### config.mk
export PLATFORM = sky130hd
export DESIGN_NAME = rf_switch_pulse_train_encoder
export DESIGN_NICKNAME = d
export VERILOG_FILES = /design/src/rtl/core/rfsw_pkg.sv /design/src/rtl/core/rf_switch_pulse_train_encoder.sv /design/src/rtl/core/rfsw_frame_seq.sv /design/src/rtl/core/rfsw_pulse_gen.sv
export SDC_FILE = /design/constraint.sdc
export NUM_CORES = 1
export LEC_CHECK = 0
export BUFFER_PORTS_ARGS = -buffer_cell sky130_fd_sc_hd__buf_2
export CAP_MARGIN = 0
export CORE_ASPECT_RATIO = 1.2
export CORE_MARGIN = 5
export CORE_UTILIZATION = 30
export DETAILED_ROUTE_END_ITERATION = 6
export HOLD_SLACK_MARGIN = 0.06
export PLACE_DENSITY = 0.47
export SLEW_MARGIN = 10
export SYNTH_ARGS = -nofsm -noshare
export SYNTH_HDL_FRONTEND = slang
export SYNTH_SLANG_ARGS = --single-unit
### constraint.sdc
create_clock -name clock -period 6.96 [get_ports clock]
set_input_delay 1.392 -clock clock [delete_from_list [all_inputs] [get_ports clock]]
set_output_delay 1.392 -clock clock [all_outputs]
set_load 0.01 [all_outputs]
### src/rtl/core/rfsw_pkg.sv
// Shared types and constants for the radio switch pulse-train encoder.
// No dependencies; imported by every module of the block.
package rfsw_pkg;

   // Field widths
   localparam int unsigned ID_W     = 5;
   localparam int unsigned UNIT_W   = 5;
   localparam int unsigned SHORT_W  = 11;
   localparam int unsigned LONGM_W  = 4;
   localparam int unsigned FOOTM_W  = 6;
   localparam int unsigned DUR_W    = 17;
   localparam int unsigned IDX_W    = 6;
   localparam int unsigned CSR_A_W  = 2;
   localparam int unsigned CSR_D_W  = 11;
   localparam int unsigned REQ_D_W  = 16;
   localparam int unsigned RSP_D_W  = 24;

   // Frame layout
   localparam logic [IDX_W-1:0] LAST_SYMBOL_PULSE = 6'd47;
   localparam logic [IDX_W-1:0] FOOTER_SHORT_IDX  = 6'd48;
   localparam logic [IDX_W-1:0] FOOTER_GAP_IDX    = 6'd49;

   // Symbol slots that carry the unit, id and state bits
   localparam logic [3:0] UNIT_SYMBOLS  = 4'd5;
   localparam logic [3:0] ID_SYMBOLS_END = 4'd10;
   localparam logic [3:0] OFF_SYMBOL    = 4'd10;
   localparam logic [3:0] ID_BASE_SYM   = 4'd5;

   // Register indexes
   localparam logic [CSR_A_W-1:0] CSR_SHORT_LEN = 2'd0;
   localparam logic [CSR_A_W-1:0] CSR_LONG_MULT = 2'd1;
   localparam logic [CSR_A_W-1:0] CSR_FOOT_MULT = 2'd2;

   // Register reset values
   localparam logic [SHORT_W-1:0] SHORT_LEN_RST = 11'd300;
   localparam logic [LONGM_W-1:0] LONG_MULT_RST = 4'd3;
   localparam logic [FOOTM_W-1:0] FOOT_MULT_RST = 6'd31;

   // Symbol kinds
   typedef enum logic [1:0] {
      KIND_LOW  = 2'd0,
      KIND_MED  = 2'd1,
      KIND_HIGH = 2'd2
   } kind_type;

   // Timing registers as seen by the pulse stage
   typedef struct packed {
      logic [SHORT_W-1:0] short_len;
      logic [LONGM_W-1:0] long_mult;
      logic [FOOTM_W-1:0] foot_mult;
   } cfg_type;

   // One pulse to be sized: position in frame plus the held command
   typedef struct packed {
      logic              valid;
      logic [IDX_W-1:0]  index;
      logic [ID_W-1:0]   id;
      logic [UNIT_W-1:0] unit;
      logic              state;
   } pulse_desc_type;

endpackage

### src/rtl/core/rf_switch_pulse_train_encoder.sv
// Radio switch pulse-train encoder: one command in, a 50-pulse frame out.
// A command is held in the frame sequencer's registers, then each pulse in the
// pulse stage's output register. Throughput: one pulse per cycle while
// rsp_tready is high, as the sequencer's pulse counter steps; the next command
// loads as the last pulse enters the output register. Synchronous active-high
// reset clears control state and returns the timing registers to 300, 3 and 31.
module rf_switch_pulse_train_encoder import rfsw_pkg::*; (
   input  logic               clock,
   input  logic               reset,
   // Command stream
   input  logic               req_tvalid,
   output logic               req_tready,
   input  logic [REQ_D_W-1:0] req_tdata,   // device_id[4:0], unit_code[9:5], switch_on[10]
   // Pulse stream
   output logic               rsp_tvalid,
   input  logic               rsp_tready,
   output logic [RSP_D_W-1:0] rsp_tdata,   // pulse_duration[16:0], pulse_index[22:17]
   output logic               rsp_tlast,
   // Register write port
   input  logic               csr_wr_en,
   input  logic [CSR_A_W-1:0] csr_addr,
   input  logic [CSR_D_W-1:0] csr_wr_data
);

   logic [SHORT_W-1:0] short_len_ff;
   logic [LONGM_W-1:0] long_mult_ff;
   logic [FOOTM_W-1:0] foot_mult_ff;
   cfg_type            cfg;
   pulse_desc_type     desc;
   logic               desc_ready;
   logic [DUR_W-1:0]   duration;
   logic [IDX_W-1:0]   index;

   // Timing registers; writes to unused indexes drop
   always_ff @(posedge clock) begin
      if (reset) begin
         short_len_ff <= SHORT_LEN_RST;
         long_mult_ff <= LONG_MULT_RST;
         foot_mult_ff <= FOOT_MULT_RST;
      end else if (csr_wr_en) begin
         unique case (csr_addr)
            CSR_SHORT_LEN: short_len_ff <= csr_wr_data;
            CSR_LONG_MULT: long_mult_ff <= csr_wr_data[LONGM_W-1:0];
            CSR_FOOT_MULT: foot_mult_ff <= csr_wr_data[FOOTM_W-1:0];
            default: ;
         endcase
      end
   end

   assign cfg.short_len = short_len_ff;
   assign cfg.long_mult = long_mult_ff;
   assign cfg.foot_mult = foot_mult_ff;

   rfsw_frame_seq u_seq (
      .clock      (clock),
      .reset      (reset),
      .cmd_valid  (req_tvalid),
      .cmd_ready  (req_tready),
      .cmd_id     (req_tdata[4:0]),
      .cmd_unit   (req_tdata[9:5]),
      .cmd_state  (req_tdata[10]),
      .desc       (desc),
      .desc_ready (desc_ready)
   );

   rfsw_pulse_gen u_gen (
      .clock        (clock),
      .reset        (reset),
      .cfg          (cfg),
      .desc         (desc),
      .desc_ready   (desc_ready),
      .rsp_valid    (rsp_tvalid),
      .rsp_ready    (rsp_tready),
      .rsp_duration (duration),
      .rsp_index    (index),
      .rsp_last     (rsp_tlast)
   );

   assign rsp_tdata = {1'b0, index, duration};

endmodule

### src/rtl/core/rfsw_frame_seq.sv
// Frame sequencer: holds the current command and steps the pulse position.
// Depends on rfsw_pkg.
module rfsw_frame_seq import rfsw_pkg::*; (
   input  logic              clock,
   input  logic              reset,
   input  logic              cmd_valid,
   output logic              cmd_ready,
   input  logic [ID_W-1:0]   cmd_id,
   input  logic [UNIT_W-1:0] cmd_unit,
   input  logic              cmd_state,
   output pulse_desc_type    desc,
   input  logic              desc_ready
);

   logic              busy_ff, busy_in;
   logic [IDX_W-1:0]  cnt_ff, cnt_in;
   logic [ID_W-1:0]   id_ff, id_in;
   logic [UNIT_W-1:0] unit_ff, unit_in;
   logic              state_ff, state_in;
   logic              advance;
   logic              frame_done;
   logic              load;

   // Advance one pulse whenever the pulse stage can take it
   assign advance    = busy_ff && desc_ready;
   assign frame_done = advance && (cnt_ff == FOOTER_GAP_IDX);
   assign cmd_ready  = !busy_ff || frame_done;
   assign load       = cmd_valid && cmd_ready;

   // Next state of the sequencer
   always_comb begin
      busy_in  = busy_ff;
      cnt_in   = cnt_ff;
      id_in    = id_ff;
      unit_in  = unit_ff;
      state_in = state_ff;
      if (load) begin
         busy_in  = 1'b1;
         cnt_in   = '0;
         id_in    = cmd_id;
         unit_in  = cmd_unit;
         state_in = cmd_state;
      end else if (frame_done) begin
         busy_in = 1'b0;
         cnt_in  = '0;
      end else if (advance) begin
         cnt_in = cnt_ff + 6'd1;
      end
   end

   always_ff @(posedge clock) begin
      if (reset) begin
         busy_ff  <= 1'b0;
         cnt_ff   <= '0;
         id_ff    <= '0;
         unit_ff  <= '0;
         state_ff <= 1'b0;
      end else begin
         busy_ff  <= busy_in;
         cnt_ff   <= cnt_in;
         id_ff    <= id_in;
         unit_ff  <= unit_in;
         state_ff <= state_in;
      end
   end

   assign desc.valid = busy_ff;
   assign desc.index = cnt_ff;
   assign desc.id    = id_ff;
   assign desc.unit  = unit_ff;
   assign desc.state = state_ff;

endmodule

### src/rtl/core/rfsw_pulse_gen.sv
// Pulse stage: decodes the symbol kind, sizes the pulse and registers the result.
// Depends on rfsw_pkg.
module rfsw_pulse_gen import rfsw_pkg::*; (
   input  logic             clock,
   input  logic             reset,
   input  cfg_type          cfg,
   input  pulse_desc_type   desc,
   output logic             desc_ready,
   output logic             rsp_valid,
   input  logic             rsp_ready,
   output logic [DUR_W-1:0] rsp_duration,
   output logic [IDX_W-1:0] rsp_index,
   output logic             rsp_last
);

   logic             valid_ff, valid_in;
   logic [DUR_W-1:0] dur_ff, dur_in;
   logic [IDX_W-1:0] idx_ff;
   logic             last_ff;
   logic [3:0]       sym;
   logic [1:0]       pos;
   logic [3:0]       id_sym;
   kind_type         kind;
   logic             long_pulse;
   logic [FOOTM_W-1:0] mult;
   logic             take;

   assign sym    = desc.index[5:2];
   assign pos    = desc.index[1:0];
   assign id_sym = sym - ID_BASE_SYM;

   // Pick the symbol kind for this slot
   always_comb begin
      if (sym < UNIT_SYMBOLS) begin
         kind = desc.unit[sym[2:0]] ? KIND_MED : KIND_LOW;
      end else if (sym < ID_SYMBOLS_END) begin
         kind = desc.id[id_sym[2:0]] ? KIND_HIGH : KIND_LOW;
      end else if (sym == OFF_SYMBOL) begin
         kind = desc.state ? KIND_LOW : KIND_HIGH;
      end else begin
         kind = desc.state ? KIND_HIGH : KIND_LOW;
      end
   end

   // Long or short within the four-pulse pattern
   always_comb begin
      unique case (kind)
         KIND_MED:  long_pulse = (pos == 2'd0) || (pos == 2'd2);
         KIND_HIGH: long_pulse = (pos == 2'd1) || (pos == 2'd3);
         default:   long_pulse = (pos == 2'd1) || (pos == 2'd2);
      endcase
   end

   // Multiplier of the short pulse for this position
   always_comb begin
      if (desc.index == FOOTER_SHORT_IDX) begin
         mult = 6'd1;
      end else if (desc.index == FOOTER_GAP_IDX) begin
         mult = cfg.foot_mult;
      end else if (long_pulse) begin
         mult = {2'b00, cfg.long_mult};
      end else begin
         mult = 6'd1;
      end
   end

   assign dur_in = {{(DUR_W-SHORT_W){1'b0}}, cfg.short_len}
                 * {{(DUR_W-FOOTM_W){1'b0}}, mult};

   // Output register: refill when empty or when the held transaction leaves
   assign desc_ready = !valid_ff || rsp_ready;
   assign take       = desc.valid && desc_ready;

   always_comb begin
      valid_in = valid_ff;
      if (desc_ready) begin
         valid_in = desc.valid;
      end
   end

   always_ff @(posedge clock) begin
      if (reset) begin
         valid_ff <= 1'b0;
      end else begin
         valid_ff <= valid_in;
      end
   end

   always_ff @(posedge clock) begin
      if (take) begin
         dur_ff  <= dur_in;
         idx_ff  <= desc.index;
         last_ff <= (desc.index == FOOTER_GAP_IDX);
      end
   end

   assign rsp_valid    = valid_ff;
   assign rsp_duration = dur_ff;
   assign rsp_index    = idx_ff;
   assign rsp_last     = last_ff;

endmodule
After elaboration in Yosys (flattened, before gate mapping)
Cells that the tools add are included.
{"block": "classes", "addsub": 2, "n_mul": 1, "n_lt_le_gt_ge": 4, "eq_ne": 10, "mux": 17, "n_reduce_logical": 17}
{"cell": "11-bit by 6-bit multiplier with 17-bit output", "n": 1}
{"cell": "6-bit equality test, second input constant", "n": 2}
{"cell": "2-bit two-way mux", "n": 6}
{"cell": "6-bit two-way mux", "n": 2}
{"cell": "2-bit equality test, second input constant", "n": 4}
{"cell": "3-bit by 4-bit less-than comparator with 1-bit output, second input constant", "n": 2}
{"cell": "6-bit by 1-bit adder with 6-bit output, second input constant", "n": 1}
{"cell": "1-bit binary-select mux with 3-bit select", "n": 2}
{"cell": "2-bit by 1-bit equality test with 1-bit output, second input constant", "n": 3}
{"cell": "2-bit AND reduction", "n": 3}
{"cell": "1-bit logical OR", "n": 5}
{"cell": "1-bit two-way mux", "n": 5}
{"cell": "4-bit equality test, second input constant", "n": 1}
{"cell": "2-bit zero test", "n": 2}
{"cell": "4-bit by 3-bit less-than comparator with 1-bit output, second input constant", "n": 1}
{"cell": "4-bit less-than comparator, second input constant", "n": 1}
{"cell": "4-bit two-way mux", "n": 1}
{"cell": "1-bit logical AND", "n": 3}
{"cell": "3-bit OR reduction", "n": 1}
{"cell": "3-bit subtractor, second input constant", "n": 1}
{"cell": "1-bit zero test", "n": 2}
{"cell": "1-bit case mux with 2 select lines", "n": 1}
{"cell": "2-bit nonzero test", "n": 1}
{"block": "word_totals", "ff_bits": 64}

Logic depth before layout (Yosys ltp)
{"block": "depth", "depth_word": 12, "mapped_depth": 23, "depth_no_buf": 21}

Hierarchy
A second synthesis with hierarchy kept.
{"block": "hier_totals", "hier_cells": 513, "hier_area_um2": 4956.0}
{"mod": "rfsw_pulse_gen", "instances": 1, "cells_each": 331, "area_per_inst_um2": 3215.6}
{"mod": "rf_switch_pulse_train_encoder", "instances": 1, "cells_each": 92, "area_per_inst_um2": 907.1}
{"mod": "rfsw_frame_seq", "instances": 1, "cells_each": 90, "area_per_inst_um2": 833.3}

Worst setup path before layout
Ideal clock, no wire load.
{"block": "synth_path", "path_kind": "register -> register", "from": "register u_seq.cnt_ff[3]", "to": "register u_gen.dur_ff[15] (netlist: u_gen.rsp_duration[15]), data pin", "setup_ns": 0.271, "t_arrival_ns": 4.919, "required_ns": 6.689, "slack_ns": 1.770, "path_stages_with_launch": 22, "n_path_buf": 1, "period_less_slack_ns": 5.190, "cell_sequence": "dfxtp_1 -> inv_1 -> ha_1 -> mux4_2 -> mux2i_1 -> o311ai_0 -> nand3_2 -> a32oi_1 -> buf_4 -> nor2_1 -> fa_1 -> inv_1 -> fa_1 -> fa_1 -> inv_1 -> ha_1 -> nor2b_1 -> o21ai_0 -> a21oi_1 -> o211a_1 -> mux2i_1 -> o2111ai_1"}
{"block": "synth_between", "elab_chain_cells": 12, "word_cells_on_any_way": 22, "cone_classes": "1 x add/sub; 1 x mul; 2 x order compare; 5 x eq/ne; 13 x mux"}
{"item": "start, declared", "line_no": "rfsw_frame_seq.sv:16", "rtl": "logic [IDX_W-1:0] cnt_ff, cnt_in;"}
{"item": "start signal, assigned", "line_no": "rfsw_frame_seq.sv:60", "rtl": "cnt_ff <= cnt_in;"}
{"item": "3-bit subtractor", "line_no": "rfsw_pulse_gen.sv:30", "rtl": "assign id_sym = sym - ID_BASE_SYM;"}
{"item": "1-bit binary-select mux with 3-bit select", "line_no": "rfsw_pulse_gen.sv:37", "rtl": "kind = desc.id[id_sym[2:0]] ? KIND_HIGH : KIND_LOW;"}
{"item": "1-bit two-way mux (not written as such)", "line_no": "rfsw_pulse_gen.sv:37"}
{"item": "2-bit two-way mux", "line_no": "rfsw_pulse_gen.sv:37"}
{"item": "2-bit two-way mux", "line_no": "rfsw_pulse_gen.sv:36", "rtl": "end else if (sym < ID_SYMBOLS_END) begin"}
{"item": "2-bit two-way mux", "line_no": "rfsw_pulse_gen.sv:34", "rtl": "if (sym < UNIT_SYMBOLS) begin"}
{"item": "2-bit equality test or 2-bit by 1-bit equality test with 1-bit output (tied branches)", "line_no": "rfsw_pulse_gen.sv:47", "rtl": "unique case (kind)"}
{"item": "1-bit case mux with 2 select lines", "line_no": "rfsw_pulse_gen.sv:47"}
{"item": "4-bit two-way mux", "line_no": "rfsw_pulse_gen.sv:60", "rtl": "end else if (long_pulse) begin"}
{"item": "6-bit two-way mux", "line_no": "rfsw_pulse_gen.sv:58", "rtl": "end else if (desc.index == FOOTER_GAP_IDX) begin"}
{"item": "6-bit two-way mux *", "line_no": "rfsw_pulse_gen.sv:56", "rtl": "if (desc.index == FOOTER_SHORT_IDX) begin"}
{"item": "11-bit by 6-bit multiplier with 17-bit output *", "line_no": "rfsw_pulse_gen.sv:68", "rtl": "* {{(DUR_W-FOOTM_W){1'b0}}, mult};"}
{"item": "via u_gen.dur_in[15]", "line_no": "rfsw_pulse_gen.sv:17", "rtl": "logic [DUR_W-1:0] dur_ff, dur_in;"}
{"item": "end signal, assigned", "line_no": "rfsw_pulse_gen.sv:91", "rtl": "dur_ff <= dur_in;"}
{"item": "end, declared", "line_no": "rfsw_pulse_gen.sv:17"}
Mark *: on every way through the listed nets, which the timed path passes. The rest lies on a longest branch. The select of a mux whose other input is x is not followed.
A chain may end at the register's enable or synchronous reset.

Worst setup path after layout
{"block": "layout_path", "from": "register u_seq.cnt_ff[3]", "to": "register u_gen.dur_ff[14] (netlist: u_gen.rsp_duration[14]), data pin"}
The elaborated chain is that of the path after synthesis.

==> out/metrics.cfg <==
[sta]
max_freq_mhz = 165
hold_violations = 0
post-route-period-util_pct = 87.0
post-route-min-period_ns = 6.05
worst_pin_slew_ns = 0.852
setup_viol = 0
fin_setup_tns_ns = 0
slew_headroom_pct = 43.0
maxSlewViolCount = 0
clock_skew_ns = 0.00729
rsz0062_at_grt = false

[flow_run]
drv_cap = 0

[route]
wirelength_microns = 10300
drc = 0
first_pass_iters = 4
ant_nets = 0
routedWlPerCell_microns = 13.2
drt_iter0_drc = 148
viasPerCell = 4.59
vias = 3588

[synth]
yosys.cell_types.count = 52
syn_area_sq_um = 4680
ys_seq_area_share_pct = 32.5
synthFlopType = dfxtp_1
syn-num-nets = 621
yosysWarnings = 0
synth-edff-count = 24
ys_async_sr_fraction_pct = 0
syn_inst = 518
ys_ff_latch = 64
syn_avg_cell_area_sq_um = 9.03

[worst_hold_path]
min_from = u_seq.id_ff[4]
hold_depth = 2
hold_class = reg -> reg
hold_end = u_seq.id_ff[4]

[global_routing]
overflow = 0
antenna_found_initial = 0
groute.usage.overall_pct = 12.3
grt_pass1_vias = 3769
grt_max_degree = 36
grt_pass1_wl_microns = 17700

[finish]
syn_to_final_growth_pct = 16.8
diodes = 0
drive_above_1_share_pct = 14.1
fin_util_pct = 35.4
instances_no_fill = 781
layout.nets = 671
finish.instance_area_sq_um = 5470

[power]
pwr_density_cell_nw_per_um2 = 190
p_leak_nw = 2.50
ir_drop_mv = 0.0866

[setup_path]
cp-startpoint = u_seq.cnt_ff[3]
critPathArrivalTime_ns = 6.15
cp_slowest_cell = a32oi_2
worst_setup_path_end_kind = flip-flop
worstReg2RegEnd = u_gen.rsp_duration[14]
cp_data_required_time_ns = 7.05
rrSetupSlack_ns = 0.91
crit_type = reg -> reg
startpoint_type = flip-flop
r2r_start = u_seq.cnt_ff[3]
cp_cell_sequence = inv_1 > ha_1 > mux4_2 > mux2i_1 > o311ai_0 > nand3_2 > a32oi_2 > nor2_1 > fa_1 > fa_1 > inv_1 > fa_1 > inv_1 > ha_1 > o21ai_0 > o21bai_1 > o211ai_1 > a31oi_1 > o21ai_0 > xnor2_1
cp_slowest_stage_delay_ns = 0.58
path_max_fanout = 11
rr_worst_depth = 20

[clock_tree]
clk_pin_slew_ns = 0.06
clock-sinks = 64
clock-root-buffer = clkbuf_16
cts_tree = done
numCtsBuffers = 9
post_cts_buffers = 0
ctsHtreeMaxLevel = 3
post_cts_resized = 0
clock_path_buffers = 2
clk_latency_ns = 0.34
hold_buffers = 0

[place]
dpl.cell_count = 765
dp_hpwl_microns = 8210
numPortBuffers = 54
post_dp_cell_area_sq_um = 5140
gp_congestion = 0.776

[floorplan]
ios = 61
dieArea_sq_um = 18200
die-height_microns = 147
rows = 50
die_w_microns = 124
core_sq_um = 15500
start_util_pct = 30.3

[status]
status = finished clean

worst max-delay path: cells and delay by family (launching register included):
family          cells  cell delay [ns]
compound gates      7             1.97
xor+xnor            1             0.15
fa+ha+maj           5             2.19
buf+inv             3             0.29
flops               1             0.54
mux                 2             0.30
simple gates        2             0.35
registers in the layout, indices dropped and copies added, names as in the netlist:
| signal | flops |
|---|---|
| u_seq.unit_ff | 5 |
| u_seq.busy_ff | 1 |
| short_len_ff | 11 |
| u_gen.rsp_index | 6 |
| u_gen.rsp_last | 1 |
| u_seq.id_ff | 5 |
| u_gen.rsp_duration | 17 |
| u_seq.state_ff | 1 |
| u_seq.cnt_ff | 6 |
| u_gen.rsp_valid | 1 |
| foot_mult_ff | 6 |
| long_mult_ff | 4 |
how the worst max path moves through the flow:
stage / slack, ns / end / cells after the start
6_report: 0.91 / u_gen.rsp_duration[14] / 20
3_5_place_dp: 0.88 / u_gen.rsp_duration[14] / 20
5_1_grt: 0.45 / u_gen.rsp_duration[14] / 20
4_1_cts: 0.86 / u_gen.rsp_duration[14] / 20
3_3_place_gp: 0.90 / u_gen.rsp_duration[14] / 20
2_1_floorplan: 1.77 / u_gen.rsp_duration[15] / 21
stage by stage:
stage / worst slack (ns) / hold WS (ns) / power, W
finish: 0.907 / 0.457 / 0.00104
global route: 0.452 / 0.479 / 0.00109
global placement: 0.900 / 0.445 / 0.000555
detailed placement: 0.884 / 0.448 / 0.000557
floorplan: 1.77 / 0.421 / 0.000515
CTS: 0.856 / 0.456 / 0.00106
cell usage after synthesis (2+ instances only):
cell type	number	area, sq um
nand2_1	63	236
nand3b_1	8	60.1
o311ai_0	2	17.5
ha_1	32	400
a21oi_1	33	165
and2_1	3	18.8
nor3b_1	3	22.5
fa_1	37	741
xnor2_1	12	105
o21a_1	3	22.5
a21o_1	2	15.0
clkbuf_1	13	48.8
xor2_1	4	35.0
and3_1	19	119
buf_6	2	22.5
nor3_1	2	10.0
nand3_1	14	70.1
or2_1	2	12.5
or2_2	2	12.5
dfxtp_1	40	801
nor2b_1	14	87.6
a211oi_1	2	15.0
a211o_1	7	61.3
o21ai_0	11	55.1
a31oi_1	2	12.5
nor2_1	57	214
mux2i_1	5	50.1
nor4_1	3	18.8
buf_4	3	22.5
inv_1	65	244
a32oi_1	2	17.5
o211ai_1	3	22.5
edfxtp_1	24	721
buf_2	3	15.0
nand2b_1	4	25.0
cells by family (layout without fill, tap and decap cells):
| logic type | count (synthesis) | in the layout | share of synthesized area, % |
|---|---|---|---|
| and+or+nand+nor | 199 | 199 | 20.2 |
| buffers and inverters | 86 | 141 | 7.54 |
| AOI/OAI and AO/OA | 77 | 77 | 10.7 |
| adders and majority gates | 69 | 69 | 24.4 |
| DFF | 64 | 64 | 32.5 |
| xor gates and xnor gates | 16 | 16 | 3.00 |
| muxes | 6 | 6 | 1.55 |
| other | 1 | 1 | 0.0802 |
area by class of cell:
type	instances	area, sq um
sequential	64	1520
inverter	65	244
timing repair buffer	60	315
clock buffer	9	225
multi-input combinational	368	2800
clock inverter	7	96.3
tap	208	260
fill	1608	9990
routing by layer:
layer	global-route usage (%)	wire [microns]	share of wire, %	vias up
li1	-	-	-	1828
met3	2.58	382	3.7	25
met5	0	0	0	-
met1	13.4	4200	41	1668
met4	5.70	328	3.2	0
met2	22.1	5360	52	67
report_power, final:
| part | internal, W | total, W | leakage [nW] | switching, W |
|---|---|---|---|---|
| Clock | 0.000313 | 0.000494 | 0.149 | 0.000181 |
| Combinational | 0.0000503 | 0.000123 | 1.79 | 0.0000730 |
| Sequential | 0.000412 | 0.000423 | 0.552 | 0.0000114 |
placed cells by master, fill, tap and decap left out, types with 3 or more instances in the layout:
cell type	instances
inv_1	65
nand2_1	63
nor2_1	57
buf_2	54
dfxtp_1	40
fa_1	37
a21oi_1	33
ha_1	32
edfxtp_1	24
and3_1	19
nor2b_1	14
nand3_1	14
xnor2_1	12
o21ai_0	11
clkbuf_16	9
nand3b_1	8
a211o_1	7
buf_4	6
mux2i_1	5
nand2b_1	4
xor2_1	4
nor4_1	3
o21a_1	3
o211ai_1	3
and2_1	3
nor3b_1	3
Note: power is estimated with default switching activity, not from simulation.
